<file path="config.mk">
export PLATFORM = sky130hd
export DESIGN_NAME = dch_ram
export DESIGN_NICKNAME = d
export VERILOG_FILES = /design/src/sv/dch_ram.sv
export SDC_FILE = /design/constraint.sdc
export NUM_CORES = 1
export LEC_CHECK = 0
export BUFFER_PORTS_ARGS = -buffer_cell sky130_fd_sc_hd__buf_2
export CAP_MARGIN = 10
export CORE_ASPECT_RATIO = 0.75
export CORE_UTILIZATION = 60
export CTS_BUF_LIST = sky130_fd_sc_hd__clkbuf_8
export DETAILED_ROUTE_END_ITERATION = 16
export MAX_ROUTING_LAYER = met4
export PLACE_DENSITY_LB_ADDON = 0.05
export SYNTH_ARGS = -nofsm -noshare
export SYNTH_HDL_FRONTEND = slang
export SYNTH_SLANG_ARGS = --single-unit
</file>
<file path="constraint.sdc">
create_clock -name clk -period 4.7 [get_ports clk]
set_input_delay 0.235 -clock clk [delete_from_list [all_inputs] [get_ports clk]]
set_output_delay 0.235 -clock clk [all_outputs]
set_load 0.05 [all_outputs]
</file>
<file path="src/sv/dch_ram.sv">
// ----------------------------------------------------------------------------
// dch_ram
// Generic simple dual-port RAM: one write port, one registered read port.
// ----------------------------------------------------------------------------
`timescale 1ns / 1ps

module dch_ram #(
  parameter int WIDTH = 8,
  parameter int DEPTH = 16
) (
  input  logic                     clk,
  input  logic                     we,
  input  logic [$clog2(DEPTH)-1:0] waddr,
  input  logic [WIDTH-1:0]         wdata,
  input  logic [$clog2(DEPTH)-1:0] raddr,
  output logic [WIDTH-1:0]         rdata
);

  logic [WIDTH-1:0] mem [DEPTH];

  always_ff @(posedge clk) begin
    if (we) begin
      mem[waddr] <= wdata;
    end
    rdata <= mem[raddr];
  end

endmodule

</file>
==> results.py <==
metrics = {
    "clocking": {
        "cts_resized": 0,
        "clk_pin_slew_ns": 0.08,
        "cts_tree": "built",
        "htreeDepth": 4,
        "cts_root_buffer": "clkbuf_8",
        "cts_buffer_depth": 2,
        "hold_buffers": 0,
        "numCtsBuffers": 17,
        "clock_latency_ns": 0.42,
        "cts_setup_buffers": 0,
        "clock-sinks": 136,
    },
    "global_route": {
        "antenna_found_initial": 0,
        "grt-ovfl-total": 0,
        "grt_use_total": 0.2430,
        "grt_pass1_vias": 2297,
        "grt_start_max_net_pins": 33,
        "grt_pass1_wl_um": 13920,
    },
    "detailed_routing": {
        "vias_per_cell": 6.245,
        "vias": 2398,
        "post_drt_wl_per_cell_um": 24.69,
        "drtAntennaViolNets": 0,
        "wl_um": 9480,
        "drc": 0,
        "drtIter0Drc": 177,
        "dr.pass1.iters": 4,
    },
    "layout": {
        "fin_nets": 284,
        "drive_gt1_frac": 0.2832,
        "syn_to_final_growth_pct": 12.35,
        "n_antenna_cell": 0,
    },
    "placement": {
        "dpl.hpwl_um": 5739,
        "io_buffers": 25,
        "gp_congestion": 0.7554,
    },
    "worst_setup_path": {
        "required_ns": 5.00,
        "cp-start-kind": "input pin",
        "reg2reg_to": "rdata[5]",
        "crit_path_max_fanout": 32,
        "critical_path_arrival_ns": 2.07,
        "rr_startpoint": "mem[10][5]",
        "cp-end-kind": "flip-flop",
        "r2r_cells": 3,
        "critPathKind": "input pin to flip-flop",
        "r2r_slack_ns": 3.33,
    },
    "power": {
        "leakage_nw": 1.930,
        "max-vdd-ir-drop_v": 0.0002883,
        "power_density_nw_per_um2": 438.5,
        "p_total_w": 0.002536,
    },
    "timing": {
        "worstMarginPinSlew_ns": 1.057,
        "slew-limit-headroom": 0.2953,
        "fmax_mhz": 566.1,
        "min_period_over_period": 0.3758,
        "hold_viol": 0,
        "slew_violations": 0,
        "finalSetupViolCount": 0,
        "min_period_ns": 1.766,
        "fin_tns_setup_ns": 0,
        "whs_ns": 0.2043,
        "rsz0062_at_grt": "false",
        "fin_skew_ns": 0.007746,
    },
    "min_path": {
        "hold_class": "input pin to flip-flop",
        "whs_endpoint": "mem[8][6]",
        "hold_start": "wdata[6]",
        "min_path_cells": 1,
    },
    "synth": {
        "syn_nets": 247,
        "synthCells": 229,
        "synth_top_flop_cell": "edfxtp_1",
        "synth.distinct_cells": 19,
        "ys_seq_elements": 136,
        "synth_edf_count": 128,
        "syn_area_um2": 5147,
        "synth_area_per_cell_um2": 22.48,
        "yosysWarnings": 0,
        "ys_seq_area_frac": 0.7778,
        "synthArstFlopShare": 0,
    },
    "floorplanning": {
        "start_util": 0.6361,
        "die_x_um": 109.0,
        "die_y_um": 82.22,
        "core_um2": 8093,
        "die_area_um2": 8957,
        "num_rows": 28,
        "io_pins": 26,
    },
    "status": {
        "outcome": "finished clean",
    },
    "run": {
        "max_cap_violations": 0,
    },
}
[where the power goes]
part / internal [W] / switching (W) / leakage [nW] / total [W]
combinational: 0.0000488 / 0.0000958 / 0.487 / 0.000145
clock: 0.000602 / 0.000425 / 0.219 / 0.00103
sequential: 0.00135 / 0.00000915 / 1.22 / 0.00136
total: 0.00201 / 0.000530 / 1.93 / 0.00254
[cell type report]
| cell class | instances | area [um^2] |
|---|---|---|
| flip-flops and latches | 136 | 4004 |
| clock buffers | 19 | 261.5 |
| fillers | 485 | 2310 |
| multi-input cells | 83 | 1062 |
| clock inverters | 13 | 176.4 |
| repair buffers | 28 | 147.6 |
| well taps | 105 | 131.4 |
[cell usage in the layout, fill, tap and decap left out, types with 3 or more instances in the layout]
cell type / count
edfxtp_1: 128
buf_2: 25
clkbuf_8: 19
mux4_2: 18
a22oi_1: 16
mux4_1: 14
nor2_1: 13
nand2_1: 9
dfxtp_1: 8
clkinv_2: 4
bufinv_16: 4
nor3_1: 3
buf_4: 3
[critical path, cell delays in order]
cell and delay [ns]:
buf_2 0.78, mux4_1 0.65, a22oi_1 0.29, nand2_1 0.09
[cells in the mapped netlist, types with 2 or more instances]
master / n / area share
a22oi_1: 16 / 0.023
buf_2: 3 / 0.0029
buf_6: 3 / 0.0066
clkdlybuf4s25_2: 3 / 0.0058
dfxtp_1: 8 / 0.031
edfxtp_1: 128 / 0.75
mux4_1: 14 / 0.071
mux4_2: 18 / 0.079
nand2_1: 9 / 0.0066
nand2b_1: 2 / 0.0024
nand3b_1: 2 / 0.0029
nor2_1: 13 / 0.0095
nor3_1: 4 / 0.0039
[cells by family (layout without fill, tap and decap cells)]
| group | after synthesis | count (layout) | share of synthesized area |
|---|---|---|---|
| multiplexers | 32 | 32 | 0.1502 |
| AND/OR/NAND/NOR | 35 | 35 | 0.03184 |
| flip-flops | 136 | 136 | 0.7778 |
| buffers and inverters | 10 | 60 | 0.01677 |
| AO/OA/AOI/OAI | 16 | 16 | 0.02334 |
[stage by stage]
stage,setup slack [ns],utilization,area (um^2),std cells
after floorplan,2.972,-,5147,229
after global placement,2.376,0.6596,5338,351
after detailed placement,2.443,0.6605,5345,352
after CTS,2.875,0.7146,5783,384
after global routing,2.799,0.7146,5783,384
final,2.934,0.7146,5783,384
[metal layers]
metal | up-vias | track usage | wire (um)
met5 | - | - | 0
met4 | 0 | 0.06757 | 19
met3 | 2 | 0.06515 | 729
met2 | 115 | 0.3440 | 4439
met1 | 1239 | 0.3541 | 4293
li1 | 1042 | - | -
[flip-flops by register name, indices dropped and copies added (netlist names)]
signal / cells
rdata: 8
mem: 128
[how the worst max path moves through the flow]
stage | from | end | slack (ns) | depth (start not counted)
final | raddr[0] | rdata[5] | 2.93 | 4
after global routing | raddr[0] | rdata[2] | 2.80 | 4
after CTS | raddr[0] | rdata[2] | 2.87 | 4
after detailed placement | raddr[0] | rdata[2] | 2.44 | 4
after global placement | waddr[2] | mem[0][4] | 2.38 | 3
after floorplan | waddr[2] | mem[0][0] | 2.97 | 2
No activity file was read; power rests on OpenSTA's default activity.
